File: src/hw/rtl/bbms_pkg.sv
// Shared types, constants and fixed point helpers for the bouncing ball motion step.
// No dependencies; every other file of the block imports this package.
`timescale 1ns / 1ps

package bbms_pkg;

	// Number formats: signed words with FRAC_W fraction bits
	localparam int FRAC_W      = 16;
	localparam int WORD_W      = 24;
	localparam int UWORD_W     = WORD_W - 1;
	localparam int ANGLE_W     = FRAC_W + 9;
	localparam int STEP_TIME_W = 16;
	localparam int CFG_IDX_W   = 3;
	localparam int CFG_DATA_W  = WORD_W;

	// Step time saturates at 0.05 s halved, i.e. 1/40 s
	localparam int DT_MAX_INT = (1 << FRAC_W) / 40;
	localparam int DT_W       = $clog2(DT_MAX_INT + 1);
	localparam logic [DT_W-1:0] DT_MAX = DT_W'(DT_MAX_INT);

	// Product widths: word times zero-extended step time, floored back to FRAC_W
	localparam int PROD_W   = WORD_W + DT_W + 1;
	localparam int STEP_W   = PROD_W - FRAC_W;
	localparam int SPIN_P_W = WORD_W + DT_W;
	localparam int SPIN_D_W = SPIN_P_W - FRAC_W;

	localparam logic [ANGLE_W-1:0] FULL_TURN = ANGLE_W'(360 << FRAC_W);

	localparam logic [WORD_W-1:0] WORD_MAX = {1'b0, {(WORD_W-1){1'b1}}};
	localparam logic [WORD_W-1:0] WORD_MIN = {1'b1, {(WORD_W-1){1'b0}}};

	// Register reset values
	localparam int GRAVITY_RST  = -642253;
	localparam int SPIN_RST     = 120 << FRAC_W;
	localparam int WALL_X_RST   = 96518;
	localparam int WALL_Z_RST   = 96518;
	localparam int FLOOR_RST    = -54292;
	localparam int RADIUS_RST   = 16384;
	localparam int BOUNCE_RST   = (9 << FRAC_W) / 2;
	localparam int SOUND_EN_RST = 1;

	// Ball state reset values: resting against the left wall on the floor
	localparam int POS_X_RST = RADIUS_RST - WALL_X_RST;
	localparam int POS_Y_RST = FLOOR_RST + RADIUS_RST;
	localparam int VEL_X_RST = ((1 << FRAC_W) * 8 + 5) / 10;
	localparam int VEL_Y_RST = (9 << FRAC_W) / 2;

	// Queue between front and back; depth is a power of two
	localparam int QUEUE_DEPTH = 4;
	localparam int QPTR_W      = $clog2(QUEUE_DEPTH);
	localparam int QCNT_W      = $clog2(QUEUE_DEPTH + 1);

	typedef enum logic [CFG_IDX_W-1:0] {
		REG_GRAVITY,
		REG_SPIN_RATE,
		REG_WALL_X,
		REG_WALL_Z,
		REG_FLOOR_LEVEL,
		REG_CONTACT_RADIUS,
		REG_BOUNCE_SPEED,
		REG_SOUND_ENABLE
	} cfg_reg_t;

	typedef struct packed {
		logic [WORD_W-1:0]  gravity;
		logic [WORD_W-1:0]  spin_rate;
		logic [UWORD_W-1:0] wall_x;
		logic [UWORD_W-1:0] wall_z;
		logic [WORD_W-1:0]  floor_level;
		logic [UWORD_W-1:0] contact_radius;
		logic [UWORD_W-1:0] bounce_speed;
		logic               sound_enable;
	} cfg_t;

	// Classified tick as it waits in the queue
	typedef struct packed {
		logic                restart;
		logic [DT_W-1:0]     dt;
		logic [STEP_W-1:0]   gdt;
		logic [SPIN_D_W-1:0] spin_d;
	} op_t;

	// Clip a word that grew by one bit back into the signed word range
	function automatic logic signed [WORD_W-1:0] sat_word(input logic signed [WORD_W:0] v);
		if (v[WORD_W] != v[WORD_W-1])
			return v[WORD_W] ? WORD_MIN : WORD_MAX;
		return v[WORD_W-1:0];
	endfunction

	// Negate, clipping the most negative word to the most positive
	function automatic logic signed [WORD_W-1:0] neg_sat(input logic signed [WORD_W-1:0] v);
		if (v == WORD_MIN)
			return WORD_MAX;
		return WORD_W'(~v + WORD_W'(1));
	endfunction

	// Signed word times step time, floored to FRAC_W fraction bits
	function automatic logic signed [STEP_W-1:0] fmul_step(input logic signed [WORD_W-1:0] a,
			input logic [DT_W-1:0] dt);
		logic signed [PROD_W-1:0] p;
		p = a * signed'({1'b0, dt});
		return p[PROD_W-1:FRAC_W];
	endfunction

	// Unsigned spin rate times step time, floored to FRAC_W fraction bits
	function automatic logic [SPIN_D_W-1:0] spin_step(input logic [WORD_W-1:0] r,
			input logic [DT_W-1:0] dt);
		logic [SPIN_P_W-1:0] p;
		p = SPIN_P_W'(r) * SPIN_P_W'(dt);
		return p[SPIN_P_W-1:FRAC_W];
	endfunction

endpackage

File: src/hw/rtl/bbms_if.sv
// Valid/ready channel interfaces for tick items and result items.
// Depends on bbms_pkg for field widths.
`timescale 1ns / 1ps

interface bbms_tick_if import bbms_pkg::*; ();
	logic                   valid;
	logic                   ready;
	logic [STEP_TIME_W-1:0] step_time;
	logic                   restart;

	modport source (output valid, output step_time, output restart, input ready);
	modport sink (input valid, input step_time, input restart, output ready);
endinterface

interface bbms_result_if import bbms_pkg::*; ();
	logic                     valid;
	logic                     ready;
	logic signed [WORD_W-1:0] out_x;
	logic signed [WORD_W-1:0] out_y;
	logic signed [WORD_W-1:0] out_z;
	logic [ANGLE_W-1:0]       out_angle;
	logic                     floor_sound;
	logic                     wall_sound;

	modport source (output valid, output out_x, output out_y, output out_z,
		output out_angle, output floor_sound, output wall_sound, input ready);
	modport sink (input valid, input out_x, input out_y, input out_z,
		input out_angle, input floor_sound, input wall_sound, output ready);
endinterface

File: src/hw/rtl/bbms_front.sv
// Front end: accepts tick items, saturates the step time and forms the
// state-independent products (gravity and spin). Depends on bbms_pkg, bbms_if.
`timescale 1ns / 1ps

module bbms_front import bbms_pkg::*; (
	bbms_tick_if.sink tick,
	input  cfg_t      cfg,
	input  logic      q_full,
	output logic      push,
	output op_t       push_op
);

	logic [DT_W-1:0] dt_sat;

	// Accept whenever the queue has room
	assign tick.ready = !q_full;
	assign push       = tick.valid && !q_full;

	// Clip the step time
	assign dt_sat = (tick.step_time > STEP_TIME_W'(DT_MAX)) ? DT_MAX
		: tick.step_time[DT_W-1:0];

	// Classify and precompute; the queue entry is the product register
	always_comb begin
		push_op.restart = tick.restart;
		push_op.dt      = dt_sat;
		push_op.gdt     = fmul_step(cfg.gravity, dt_sat);
		push_op.spin_d  = spin_step(cfg.spin_rate, dt_sat);
	end

endmodule

File: src/hw/rtl/bbms_queue.sv
// Short FIFO of classified tick items between front and back.
// Depends on bbms_pkg.
`timescale 1ns / 1ps

module bbms_queue import bbms_pkg::*; (
	input  logic clk,
	input  logic arst_n,
	input  logic push,
	input  op_t  push_op,
	output logic full,
	input  logic pop,
	output logic head_valid,
	output op_t  head_op
);

	op_t               entry_q [QUEUE_DEPTH];
	logic [QPTR_W-1:0] wr_ptr_q;
	logic [QPTR_W-1:0] rd_ptr_q;
	logic [QCNT_W-1:0] count_q;

	assign full       = (count_q == QCNT_W'(QUEUE_DEPTH));
	assign head_valid = (count_q != '0);
	assign head_op    = entry_q[rd_ptr_q];

	// Advance pointers and fill count
	always_ff @(posedge clk or negedge arst_n) begin
		if (!arst_n) begin
			wr_ptr_q <= '0;
			rd_ptr_q <= '0;
			count_q  <= '0;
		end else begin
			if (push)
				wr_ptr_q <= wr_ptr_q + QPTR_W'(1);
			if (pop)
				rd_ptr_q <= rd_ptr_q + QPTR_W'(1);
			if (push && !pop)
				count_q <= count_q + QCNT_W'(1);
			else if (pop && !push)
				count_q <= count_q - QCNT_W'(1);
		end
	end

	// Store items
	always_ff @(posedge clk) begin
		if (push)
			entry_q[wr_ptr_q] <= push_op;
	end

endmodule

File: src/hw/rtl/bbms_back.sv
// Back end: holds the ball state, runs one step item through three steps
// (velocity and side products, vertical product, integrate and collide) and
// drives the result output register. Depends on bbms_pkg, bbms_if.
`timescale 1ns / 1ps

module bbms_back import bbms_pkg::*; (
	input  logic            clk,
	input  logic            arst_n,
	input  cfg_t            cfg,
	input  logic            head_valid,
	input  op_t             head_op,
	output logic            pop,
	bbms_result_if.source   result
);

	typedef enum logic [1:0] {PH_VEL, PH_VERT, PH_MOVE} phase_t;

	phase_t phase_q;

	// Ball state
	logic signed [WORD_W-1:0] pos_x_q, pos_y_q, pos_z_q;
	logic signed [WORD_W-1:0] vel_x_q, vel_y_q, vel_z_q;
	logic [ANGLE_W-1:0]       angle_q;
	logic                     spin_neg_q;

	// Working registers for the item in flight
	logic [DT_W-1:0]          dt_q;
	logic [SPIN_D_W-1:0]      spin_d_q;
	logic signed [WORD_W-1:0] vel_y_new_q;
	logic signed [STEP_W-1:0] step_x_q, step_y_q, step_z_q;

	// Result register
	logic                     out_valid_q;
	logic signed [WORD_W-1:0] out_x_q, out_y_q, out_z_q;
	logic [ANGLE_W-1:0]       out_angle_q;
	logic                     floor_sound_q, wall_sound_q;

	logic slot_free, start_restart, start_step, finish, load;
	logic signed [WORD_W-1:0] floor_lim, hi_x, lo_x, hi_z, lo_z;
	logic signed [WORD_W-1:0] vel_y_new;
	logic signed [WORD_W:0]   sum_x, sum_y, sum_z;
	logic signed [WORD_W-1:0] mov_x, mov_y, mov_z;
	logic signed [WORD_W-1:0] nxt_pos_x, nxt_pos_y, nxt_pos_z;
	logic signed [WORD_W-1:0] nxt_vel_x, nxt_vel_y, nxt_vel_z;
	logic                     floor_hit, wall_hit;
	logic signed [ANGLE_W:0]  ang_cur, ang_d, ang_sum, ang_full;
	logic [ANGLE_W-1:0]       nxt_angle;

	// Handshake control
	assign slot_free     = !out_valid_q || result.ready;
	assign start_restart = (phase_q == PH_VEL) && head_valid && head_op.restart && slot_free;
	assign start_step    = (phase_q == PH_VEL) && head_valid && !head_op.restart;
	assign finish        = (phase_q == PH_MOVE) && slot_free;
	assign pop           = start_restart || start_step;
	assign load          = start_restart || finish;

	// Contact limits from the registers
	always_comb begin
		floor_lim = sat_word(signed'({cfg.floor_level[WORD_W-1], cfg.floor_level})
			+ signed'({2'b00, cfg.contact_radius}));
		hi_x = sat_word(signed'({2'b00, cfg.wall_x} - {2'b00, cfg.contact_radius}));
		lo_x = sat_word(signed'({2'b00, cfg.contact_radius} - {2'b00, cfg.wall_x}));
		hi_z = sat_word(signed'({2'b00, cfg.wall_z} - {2'b00, cfg.contact_radius}));
		lo_z = sat_word(signed'({2'b00, cfg.contact_radius} - {2'b00, cfg.wall_z}));
	end

	// Apply gravity to the vertical velocity
	assign vel_y_new = sat_word((WORD_W+1)'(vel_y_q) + (WORD_W+1)'(signed'(head_op.gdt)));

	// Integrate positions
	always_comb begin
		sum_x = (WORD_W+1)'(pos_x_q) + (WORD_W+1)'(step_x_q);
		sum_y = (WORD_W+1)'(pos_y_q) + (WORD_W+1)'(step_y_q);
		sum_z = (WORD_W+1)'(pos_z_q) + (WORD_W+1)'(step_z_q);
		mov_x = sat_word(sum_x);
		mov_y = sat_word(sum_y);
		mov_z = sat_word(sum_z);
	end

	// Collide with floor and walls; the upper wall test wins when walls cross
	always_comb begin
		nxt_pos_y = mov_y;
		nxt_vel_y = vel_y_new_q;
		floor_hit = 1'b0;
		if (mov_y < floor_lim) begin
			nxt_pos_y = floor_lim;
			nxt_vel_y = signed'({1'b0, cfg.bounce_speed});
			floor_hit = 1'b1;
		end

		nxt_pos_x = mov_x;
		nxt_vel_x = vel_x_q;
		wall_hit  = 1'b0;
		if (mov_x > hi_x) begin
			nxt_pos_x = hi_x;
			nxt_vel_x = vel_x_q[WORD_W-1] ? vel_x_q : neg_sat(vel_x_q);
			wall_hit  = 1'b1;
		end else if (mov_x < lo_x) begin
			nxt_pos_x = lo_x;
			nxt_vel_x = vel_x_q[WORD_W-1] ? neg_sat(vel_x_q) : vel_x_q;
			wall_hit  = 1'b1;
		end

		nxt_pos_z = mov_z;
		nxt_vel_z = vel_z_q;
		if (mov_z > hi_z) begin
			nxt_pos_z = hi_z;
			nxt_vel_z = vel_z_q[WORD_W-1] ? vel_z_q : neg_sat(vel_z_q);
		end else if (mov_z < lo_z) begin
			nxt_pos_z = lo_z;
			nxt_vel_z = vel_z_q[WORD_W-1] ? neg_sat(vel_z_q) : vel_z_q;
		end
	end

	// Advance the spin angle and wrap it into one turn
	always_comb begin
		ang_cur  = signed'({1'b0, angle_q});
		ang_d    = signed'((ANGLE_W+1)'(spin_d_q));
		ang_full = signed'({1'b0, FULL_TURN});
		ang_sum  = spin_neg_q ? (ang_cur - ang_d) : (ang_cur + ang_d);
		if (ang_sum > ang_full)
			ang_sum = ang_sum - ang_full;
		else if (ang_sum < 0)
			ang_sum = ang_sum + ang_full;
		nxt_angle = ang_sum[ANGLE_W-1:0];
	end

	// Sequencer, ball state and result register
	always_ff @(posedge clk or negedge arst_n) begin
		if (!arst_n) begin
			phase_q       <= PH_VEL;
			pos_x_q       <= WORD_W'(POS_X_RST);
			pos_y_q       <= WORD_W'(POS_Y_RST);
			pos_z_q       <= '0;
			vel_x_q       <= WORD_W'(VEL_X_RST);
			vel_y_q       <= WORD_W'(VEL_Y_RST);
			vel_z_q       <= '0;
			angle_q       <= '0;
			spin_neg_q    <= 1'b0;
			out_valid_q   <= 1'b0;
			out_x_q       <= '0;
			out_y_q       <= '0;
			out_z_q       <= '0;
			out_angle_q   <= '0;
			floor_sound_q <= 1'b0;
			wall_sound_q  <= 1'b0;
		end else begin
			case (phase_q)
				PH_VEL: begin
					if (start_restart) begin
						pos_x_q       <= lo_x;
						pos_y_q       <= floor_lim;
						pos_z_q       <= '0;
						out_x_q       <= lo_x;
						out_y_q       <= floor_lim;
						out_z_q       <= '0;
						out_angle_q   <= angle_q;
						floor_sound_q <= 1'b0;
						wall_sound_q  <= 1'b0;
					end else if (start_step) begin
						phase_q <= PH_VERT;
					end
				end
				PH_VERT: begin
					phase_q <= PH_MOVE;
				end
				PH_MOVE: begin
					if (finish) begin
						phase_q       <= PH_VEL;
						pos_x_q       <= nxt_pos_x;
						pos_y_q       <= nxt_pos_y;
						pos_z_q       <= nxt_pos_z;
						vel_x_q       <= nxt_vel_x;
						vel_y_q       <= nxt_vel_y;
						vel_z_q       <= nxt_vel_z;
						angle_q       <= nxt_angle;
						spin_neg_q    <= spin_neg_q ^ wall_hit;
						out_x_q       <= nxt_pos_x;
						out_y_q       <= nxt_pos_y;
						out_z_q       <= nxt_pos_z;
						out_angle_q   <= nxt_angle;
						floor_sound_q <= floor_hit && cfg.sound_enable;
						wall_sound_q  <= wall_hit && cfg.sound_enable;
					end
				end
				default: begin
					phase_q <= PH_VEL;
				end
			endcase

			// Hold the result item until it is taken
			if (load)
				out_valid_q <= 1'b1;
			else if (result.ready)
				out_valid_q <= 1'b0;
		end
	end

	// Working registers: products of the item in flight
	always_ff @(posedge clk) begin
		if (start_step) begin
			dt_q        <= head_op.dt;
			spin_d_q    <= head_op.spin_d;
			vel_y_new_q <= vel_y_new;
			step_x_q    <= fmul_step(vel_x_q, head_op.dt);
			step_z_q    <= fmul_step(vel_z_q, head_op.dt);
		end
		if (phase_q == PH_VERT)
			step_y_q <= fmul_step(vel_y_new_q, dt_q);
	end

	assign result.valid       = out_valid_q;
	assign result.out_x       = out_x_q;
	assign result.out_y       = out_y_q;
	assign result.out_z       = out_z_q;
	assign result.out_angle   = out_angle_q;
	assign result.floor_sound = floor_sound_q;
	assign result.wall_sound  = wall_sound_q;

	a_angle_range: assert property (@(posedge clk) disable iff (!arst_n)
		angle_q <= FULL_TURN)
		else $error("spin angle left one turn");

	a_no_overwrite: assert property (@(posedge clk) disable iff (!arst_n)
		(out_valid_q && !result.ready) |-> !load)
		else $error("result register loaded while its item is unread");

	a_restart_quiet: assert property (@(posedge clk) disable iff (!arst_n)
		start_restart |=> (!floor_sound_q && !wall_sound_q && out_valid_q))
		else $error("restart item raised a sound flag");

	a_wall_flip: assert property (@(posedge clk) disable iff (!arst_n)
		(finish && wall_hit) |=> (spin_neg_q != $past(spin_neg_q)))
		else $error("X wall hit did not flip spin direction");

endmodule

File: src/hw/rtl/bouncing_ball_motion_step.sv
// Top level of the bouncing ball motion step: configuration registers,
// front end, item queue and back end. Depends on bbms_pkg, bbms_if and the submodules.
//
// Usage:
//   tick   - valid/ready sink; one item per time tick: step_time (Q0.16 s, clipped
//            to 1/40 s) and restart. An item is taken when valid and ready are high.
//   result - valid/ready source; one item per tick: position, spin angle and the
//            floor and wall sound flags (flags only when sound_enable is set).
//   cfg_we / cfg_index / cfg_data - register writes, one per cycle, no read-back;
//            write only while no item is in flight.
// An accepted step item passes the queue and the PH_VEL, PH_VERT and PH_MOVE phases
// into the result register; a restart item is loaded from PH_VEL. The front end queues
// an item every cycle while the four-entry queue has room. The back end takes a new
// item only when done with the last: the ball state loops through the vertical
// velocity update, its multiply by the step time, and the integrate-and-collide stage.
// When the receiver stalls, the result register holds its item, the back end waits
// with its item in flight, and tick.ready drops once the queue is full.
// Reset loads the register defaults and puts the ball against the left
// wall on the floor with its start velocity; queue and result register empty.
`timescale 1ns / 1ps

module bouncing_ball_motion_step import bbms_pkg::*; (
	input  logic                  clk,
	input  logic                  arst_n,
	bbms_tick_if.sink             tick,
	bbms_result_if.source         result,
	input  logic                  cfg_we,
	input  logic [CFG_IDX_W-1:0]  cfg_index,
	input  logic [CFG_DATA_W-1:0] cfg_data
);

	cfg_t cfg_q;
	logic q_full, push, pop, head_valid;
	op_t  push_op, head_op;

	// Hold configuration registers
	always_ff @(posedge clk or negedge arst_n) begin
		if (!arst_n) begin
			cfg_q.gravity        <= WORD_W'(GRAVITY_RST);
			cfg_q.spin_rate      <= WORD_W'(SPIN_RST);
			cfg_q.wall_x         <= UWORD_W'(WALL_X_RST);
			cfg_q.wall_z         <= UWORD_W'(WALL_Z_RST);
			cfg_q.floor_level    <= WORD_W'(FLOOR_RST);
			cfg_q.contact_radius <= UWORD_W'(RADIUS_RST);
			cfg_q.bounce_speed   <= UWORD_W'(BOUNCE_RST);
			cfg_q.sound_enable   <= 1'(SOUND_EN_RST);
		end else if (cfg_we) begin
			case (cfg_reg_t'(cfg_index))
				REG_GRAVITY:        cfg_q.gravity        <= cfg_data[WORD_W-1:0];
				REG_SPIN_RATE:      cfg_q.spin_rate      <= cfg_data[WORD_W-1:0];
				REG_WALL_X:         cfg_q.wall_x         <= cfg_data[UWORD_W-1:0];
				REG_WALL_Z:         cfg_q.wall_z         <= cfg_data[UWORD_W-1:0];
				REG_FLOOR_LEVEL:    cfg_q.floor_level    <= cfg_data[WORD_W-1:0];
				REG_CONTACT_RADIUS: cfg_q.contact_radius <= cfg_data[UWORD_W-1:0];
				REG_BOUNCE_SPEED:   cfg_q.bounce_speed   <= cfg_data[UWORD_W-1:0];
				REG_SOUND_ENABLE:   cfg_q.sound_enable   <= cfg_data[0];
				default: ;
			endcase
		end
	end

	bbms_front u_front (
		.tick    (tick),
		.cfg     (cfg_q),
		.q_full  (q_full),
		.push    (push),
		.push_op (push_op)
	);

	bbms_queue u_queue (
		.clk        (clk),
		.arst_n     (arst_n),
		.push       (push),
		.push_op    (push_op),
		.full       (q_full),
		.pop        (pop),
		.head_valid (head_valid),
		.head_op    (head_op)
	);

	bbms_back u_back (
		.clk        (clk),
		.arst_n     (arst_n),
		.cfg        (cfg_q),
		.head_valid (head_valid),
		.head_op    (head_op),
		.pop        (pop),
		.result     (result)
	);

endmodule
File: src/flat_wrapper.sv
// flat-port wrapper written by rule: the top's interface ports become plain ports
module bouncing_ball_motion_step_flat import bbms_pkg::*;
  (clk, arst_n, cfg_we, cfg_index, cfg_data, tick_valid, tick_step_time, tick_restart, tick_ready, result_valid, result_out_x, result_out_y, result_out_z, result_out_angle, result_floor_sound, result_wall_sound, result_ready);
  bbms_tick_if tick_i ();
  bbms_result_if result_i ();
  input  logic clk;
  input  logic arst_n;
  input  logic cfg_we;
  input  logic [CFG_IDX_W-1:0] cfg_index;
  input  logic [CFG_DATA_W-1:0] cfg_data;
  input wire logic [$bits(tick_i.valid)-1:0] tick_valid;
  input wire logic [$bits(tick_i.step_time)-1:0] tick_step_time;
  input wire logic [$bits(tick_i.restart)-1:0] tick_restart;
  output wire logic [$bits(tick_i.ready)-1:0] tick_ready;
  output wire logic [$bits(result_i.valid)-1:0] result_valid;
  output wire logic [$bits(result_i.out_x)-1:0] result_out_x;
  output wire logic [$bits(result_i.out_y)-1:0] result_out_y;
  output wire logic [$bits(result_i.out_z)-1:0] result_out_z;
  output wire logic [$bits(result_i.out_angle)-1:0] result_out_angle;
  output wire logic [$bits(result_i.floor_sound)-1:0] result_floor_sound;
  output wire logic [$bits(result_i.wall_sound)-1:0] result_wall_sound;
  input wire logic [$bits(result_i.ready)-1:0] result_ready;
  assign tick_i.valid = tick_valid;
  assign tick_i.step_time = tick_step_time;
  assign tick_i.restart = tick_restart;
  assign tick_ready = tick_i.ready;
  assign result_valid = result_i.valid;
  assign result_out_x = result_i.out_x;
  assign result_out_y = result_i.out_y;
  assign result_out_z = result_i.out_z;
  assign result_out_angle = result_i.out_angle;
  assign result_floor_sound = result_i.floor_sound;
  assign result_wall_sound = result_i.wall_sound;
  assign result_i.ready = result_ready;
  bouncing_ball_motion_step u_core (.clk(clk), .arst_n(arst_n), .tick(tick_i), .result(result_i), .cfg_we(cfg_we), .cfg_index(cfg_index), .cfg_data(cfg_data));
endmodule
File: config.mk
export PLATFORM = sky130hd
export DESIGN_NAME = bouncing_ball_motion_step_flat
export DESIGN_NICKNAME = d
export VERILOG_FILES = /design/src/hw/rtl/bbms_pkg.sv /design/src/hw/rtl/bbms_if.sv /design/src/hw/rtl/bbms_front.sv /design/src/hw/rtl/bbms_queue.sv /design/src/hw/rtl/bbms_back.sv /design/src/hw/rtl/bouncing_ball_motion_step.sv /design/src/flat_wrapper.sv
export SDC_FILE = /design/constraint.sdc
export NUM_CORES = 2
export LEC_CHECK = 0
export BUFFER_PORTS_ARGS = -buffer_cell sky130_fd_sc_hd__buf_2
export CORE_MARGIN = 4
export CORE_UTILIZATION = 60
export CTS_CLUSTER_DIAMETER = 30
export DETAILED_ROUTE_END_ITERATION = 8
export GPL_ROUTABILITY_DRIVEN = 0
export PLACE_DENSITY = 0.85
export SETUP_SLACK_MARGIN = 0.5
export SYNTH_ARGS = -nofsm -noshare
export SYNTH_HDL_FRONTEND = slang
export SYNTH_HIERARCHICAL = 1
export SYNTH_SLANG_ARGS = --single-unit
File: constraint.sdc
create_clock -name clk -period 13.6 [get_ports clk]
set_input_delay 2.04 -clock clk [delete_from_list [all_inputs] [get_ports clk]]
set_output_delay 2.04 -clock clk [all_outputs]
set_load 0.02 [all_outputs]
# Word-level counts from Yosys, hierarchy flattened
# Memories as Yosys holds them, arrays and structs flattened.
# Cells that the tools add are included.
[word_totals] reg_bits=534 ram_bits=204 n_memories=1
[classes] mux=98 magnitude_cmp=8 n_eq_ne=27 n_mul=5 n_reduce_logical=43 n_addsub=19 bitwise=3
[mem_list] memory="u_core.u_queue.entry_q" words=4 word_bits=51 rd=1 rd_clocked_by_memory_dff=0 write_ports=1 line="bbms_queue.sv:16" rtl="op_t entry_q [QUEUE_DEPTH];"
[op_table] op="24-bit 2-to-1 mux" n=53
[op_table] op="24-bit by 12-bit multiplier with 36-bit output" n=4
[op_table] op="24-bit one-hot mux with 2 select lines" n=3
[op_table] op="24-bit by 20-bit adder with 25-bit output" n=4
[op_table] op="25-bit 2-to-1 mux" n=4
[op_table] op="23-bit by 23-bit subtractor with 24-bit output" n=4
[op_table] op="24-bit < comparator" n=3
[op_table] op="25-bit one-hot mux with 2 select lines" n=1
[op_table] op="24-bit by 2-bit adder with 24-bit output (second input constant)" n=2
[op_table] op="24-bit == test (second input constant)" n=2
[op_table] op="24-bit > comparator" n=2
[op_table] op="24-bit NOT" n=2
[op_table] op="24-bit by 11-bit multiplier with 35-bit output" n=1
[op_table] op="1-bit 2-to-1 mux" n=27
[op_table] op="25-bit by 19-bit adder with 26-bit output" n=1
[op_table] op="26-bit > comparator (second input constant)" n=1
[op_table] op="26-bit by 1-bit < comparator with 1-bit output (second input constant)" n=1
[op_table] op="26-bit 2-to-1 mux" n=1
[op_table] op="25-bit by 19-bit subtractor with 26-bit output" n=1
[op_table] op="24-bit by 24-bit adder with 25-bit output" n=1
[op_table] op="25-bit adder (second input constant)" n=1
[op_table] op="25-bit subtractor (second input constant)" n=1
[op_table] op="2-bit AND reduction" n=9
[op_table] op="16-bit by 11-bit > comparator with 1-bit output (second input constant)" n=1
[op_table] op="25 further kinds" n=73

# Longest topological paths before layout
[depth] ltp_word=11 mapped_depth=31 depth_no_buf=28

# Cells and area by module
# Netlist, hierarchy kept.
[by_module_without_submodules] mod="bbms_back" area_each_um2=55480.7 cells_each=6341 instances=1 seq_area_each_um2=9361.5
[by_module_without_submodules] mod="bbms_front" area_each_um2=16558.4 cells_each=1921 instances=1 seq_area_each_um2=0.0
[by_module_without_submodules] mod="bbms_queue" area_each_um2=7817.5 cells_each=301 instances=1 seq_area_each_um2=6301.0
[by_module_without_submodules] mod="bouncing_ball_motion_step" area_each_um2=6302.3 cells_each=355 instances=1 seq_area_each_um2=4197.8

# Worst setup path after synthesis
# Ideal clock, no wire load.
[synth_timing] kind="input to register" from="in tick_step_time[0]" to="mem u_core/u_queue/entry_q[0][18] (netlist bit) (data pin)" path_slack_ns=4.841 stages=27 t_arrival_ns=8.555 cell_sequence="nand3_1 > a211oi_1 > nor2_1 > clkbuf_1 > nand2_1 > clkbuf_1 > clkbuf_1 > nand2_1 > fa_1 > fa_1 > inv_1 > fa_1 > fa_1 > inv_1 > fa_1 > inv_1 > ha_1 > and4_4 > and3_1 > a221o_1 > o311ai_2 > a21boi_2 > o211ai_2 > o22ai_2 > a211oi_4 > a21oi_2 > o311ai_2"
[synth_rtl] element="from (decl)" line="flat_wrapper.sv:12" rtl="input wire logic [$bits(tick_i.step_time)-1:0] tick_step_time;"
[synth_rtl] element="to (decl)" line="bbms_queue.sv:16"

==> results.toml <==
[yosys]
yosys-top-cells-count = "inv_1 (1415), nand2_1 (1194), fa_1 (1135), ha_1 (737), and2_1 (444)"
ys_ff_latch = 725
yosys.cell_types.count = 108
ys.flop_type = "edfxtp_1"
synth_top_area_cell = "fa_1"
synth_top_cell_area_share_pct = 26.37
synthTopCellsByArea = "fa_1 (26%), edfxtp_1 (11%), ha_1 (11%), dfrtp_1 (8.9%), inv_1 (6.2%)"
avgSynthCellArea_um2 = 9.661
syn_inst = 8918
synth-edff-count = 318
yosysWarnings = 6
async_flop_share_pct = 56.14
synth.most_common_cell = "inv_1"
syn_area_mm2 = 0.08616
yosysSeqAreaShare_pct = 23.05
syn_nets = 10840

[die]
die_x_um = 386.9
start_util_pct = 60.63
fp.dieH_um = 386.9
io_pins = 150
core-area_mm2 = 0.1421
die_area_mm2 = 0.1497
rows = 138

[cts]
hold_buffers = 0
clkTransAtPathRegs_ns = 0.05
cts_sinks = 725
cts_root_buffer = "clkbuf_16"
clock_latency_ns = 0.80
post_cts_resized = 0
cts.htree.levels = 4
cts_tree = "yes"
numCtsBuffers = 161
cts_max_path_buffers = 3
cts_setup_buffers = 0

[global_routing]
grt_usage_pct = 32.60
met2_usage_pct = 50.61
grt_busiest_layer = "met2"
met1_usage_pct = 41.17
antenna_found_initial = 24
grt.overflow.total = 0
grt_pass1_wl_um = 390900
grt_pass1_vias = 72210
grt_max_degree = 102
grtUsageMet3_pct = 10.20

[sta]
finClkSkew_ns = 0.05352
fin_tns_setup_ns = 0
rsz0062_at_grt = "no"
slew-limit-headroom_pct = 14.46
setup_viol = 0
finalCritPeriodShare_pct = 75.46
period_needed_ns = 10.26
finalHoldViolCount = 0
tightest_slew_ns = 1.283
drv_slew = 0
fmax_ghz = 0.09745

[status]
outcome = "complete, no violations"

[critical_path]
critPathCaptureType = "flip-flop"
path_max_fanout = 27
r2r_slack_ns = 4.35
start_kind = "input pin"
r2r-start = "u_core/u_queue/rd_ptr_q[1]$_DFFE_PN0P_"
reg2reg_to = "u_core/u_back/step_z_q[19]$_DFFE_PP_"
worstPathArrival_ns = 10.80
rr_worst_depth = 22
worstSetupPathType = "in2reg"
required_ns = 14.14

[route]
drc = 0
wl_per_cell_um = 22.54
vias = 68300
drt_wl_total_um = 245800
drt-initial-drc-count = 8270
drtAntennaViolNets = 0
avgViaCountPerCell = 6.262
drt_pass1_iterations = 9

[place]
numPortBuffers = 149
hpwl_um = 172900

[layout]
area_growth_syn_to_layout_pct = 8.805
drive_gt1_share_pct = 10.34
fin_nets = 10780

[worst_hold_path]
whs_path_depth = 2
whs_endpoint = "u_core/u_back/pos_x_q[17]$_DFFE_PN1P_"
hp-class = "reg2reg"
hp-start = "u_core/u_back/pos_x_q[17]$_DFFE_PN1P_"

[run]
maxCapViolations = 0
-- flip-flops by register name (all words and copies together), names as in the netlist, 19 cells and up --
register                        flops
u_core/cfg_q                      165
u_core/u_back/angle_q              25
u_core/u_back/pos_x_q              24
u_core/u_back/pos_y_q              24
u_core/u_back/result.out_angle     25
u_core/u_back/result.out_z         24
u_core/u_back/spin_d_q             19
u_core/u_back/step_x_q             20
u_core/u_back/step_y_q             20
u_core/u_back/step_z_q             20
u_core/u_back/vel_x_q              24
u_core/u_back/vel_y_new_q          24
u_core/u_back/vel_y_q              24
u_core/u_back/vel_z_q              24
u_core/u_queue/entry_q            204
-- layout by cell type (no fill, tap or decap), types with 148 or more instances in the layout --
| cell | n |
|---|---|
| xnor2_1 | 200 |
| edfxtp_1 | 318 |
| a21oi_1 | 383 |
| fa_1 | 1135 |
| mux2_2 | 176 |
| inv_1 | 1415 |
| ha_1 | 737 |
| nor2_1 | 268 |
| dfrtp_1 | 304 |
| a21o_1 | 168 |
| buf_2 | 148 |
| o21ai_0 | 361 |
| clkbuf_16 | 168 |
| and2_1 | 439 |
| nand2_1 | 1192 |
-- metal layers --
metal | vias up | wire length (um)
met5 | - | 69
met4 | 10 | 13350
met3 | 1072 | 30430
met2 | 4652 | 111800
met1 | 33620 | 90130
li1 | 28940 | -
-- cell type report --
class,count,area (um2)
clock inverter,110,1355
antenna,21,52.55
sequential,725,19870
multi-input combinational,6349,59220
tap,1890,2365
inverter,1415,5311
fill,9854,48360
timing repair buffer,202,1154
clock buffer,194,4422
-- kinds of logic after synthesis --
| family | Yosys count | synth area share (%) |
|---|---|---|
| compound gates | 1398 | 10.35 |
| xor+xnor | 323 | 3.283 |
| fa+ha+maj | 1873 | 37.09 |
| buf+inv | 1844 | 8.314 |
| flops | 725 | 23.05 |
| mux | 261 | 4.056 |
| simple gates | 2494 | 13.86 |
-- worst max-delay path, stage by stage --
cell	delay [ns]
buf_2	0.24
nor4_1	0.39
a211oi_1	0.27
nor2_4	0.51
and2_1	0.93
buf_4	0.49
nand2_1	0.16
fa_1	0.52
fa_1	0.52
inv_1	0.06
fa_1	0.53
fa_1	0.51
inv_1	0.05
fa_1	0.48
inv_1	0.05
ha_1	0.34
and4_4	0.23
and3_1	0.14
a221o_1	0.37
o311ai_2	0.42
a21boi_2	0.17
o211ai_2	0.24
o22ai_2	0.16
a211oi_4	0.40
a21oi_2	0.16
o311ai_2	0.38
-- stage by stage --
stage | cell area (um2) | hold WS [ns] | instances | utilization [%] | setup slack, ns
2_1_floorplan | 86160 | 0.4415 | 8918 | - | 4.841
3_3_place_gp | 87920 | 0.4532 | 10580 | 61.87 | 3.284
3_5_place_dp | 87920 | 0.4529 | 10580 | 61.87 | 2.941
4_1_cts | 93690 | 0.4612 | 10890 | 65.93 | 3.556
5_1_grt | 93700 | 0.4827 | 10890 | 65.94 | 3.022
6_report | 93740 | 0.4592 | 10910 | 65.97 | 3.338
-- worst max-delay path by stage --
stage                            from                                       to
CTS                 tick_step_time[8]  u_core/u_queue/entry_q[1][18]$_DFFE_PP_
finish              tick_step_time[8]  u_core/u_queue/entry_q[1][18]$_DFFE_PP_
detailed placement  tick_step_time[8]  u_core/u_queue/entry_q[1][18]$_DFFE_PP_
global placement    tick_step_time[8]  u_core/u_queue/entry_q[0][18]$_DFFE_PP_
floorplan           tick_step_time[0]  u_core/u_queue/entry_q[0][18]$_DFFE_PP_
global route        tick_step_time[8]  u_core/u_queue/entry_q[0][31]$_DFFE_PP_
Power is left out: the tool's default activity adds up to more than one toggle a clock period on the data nets, which glitch-free logic cannot reach.
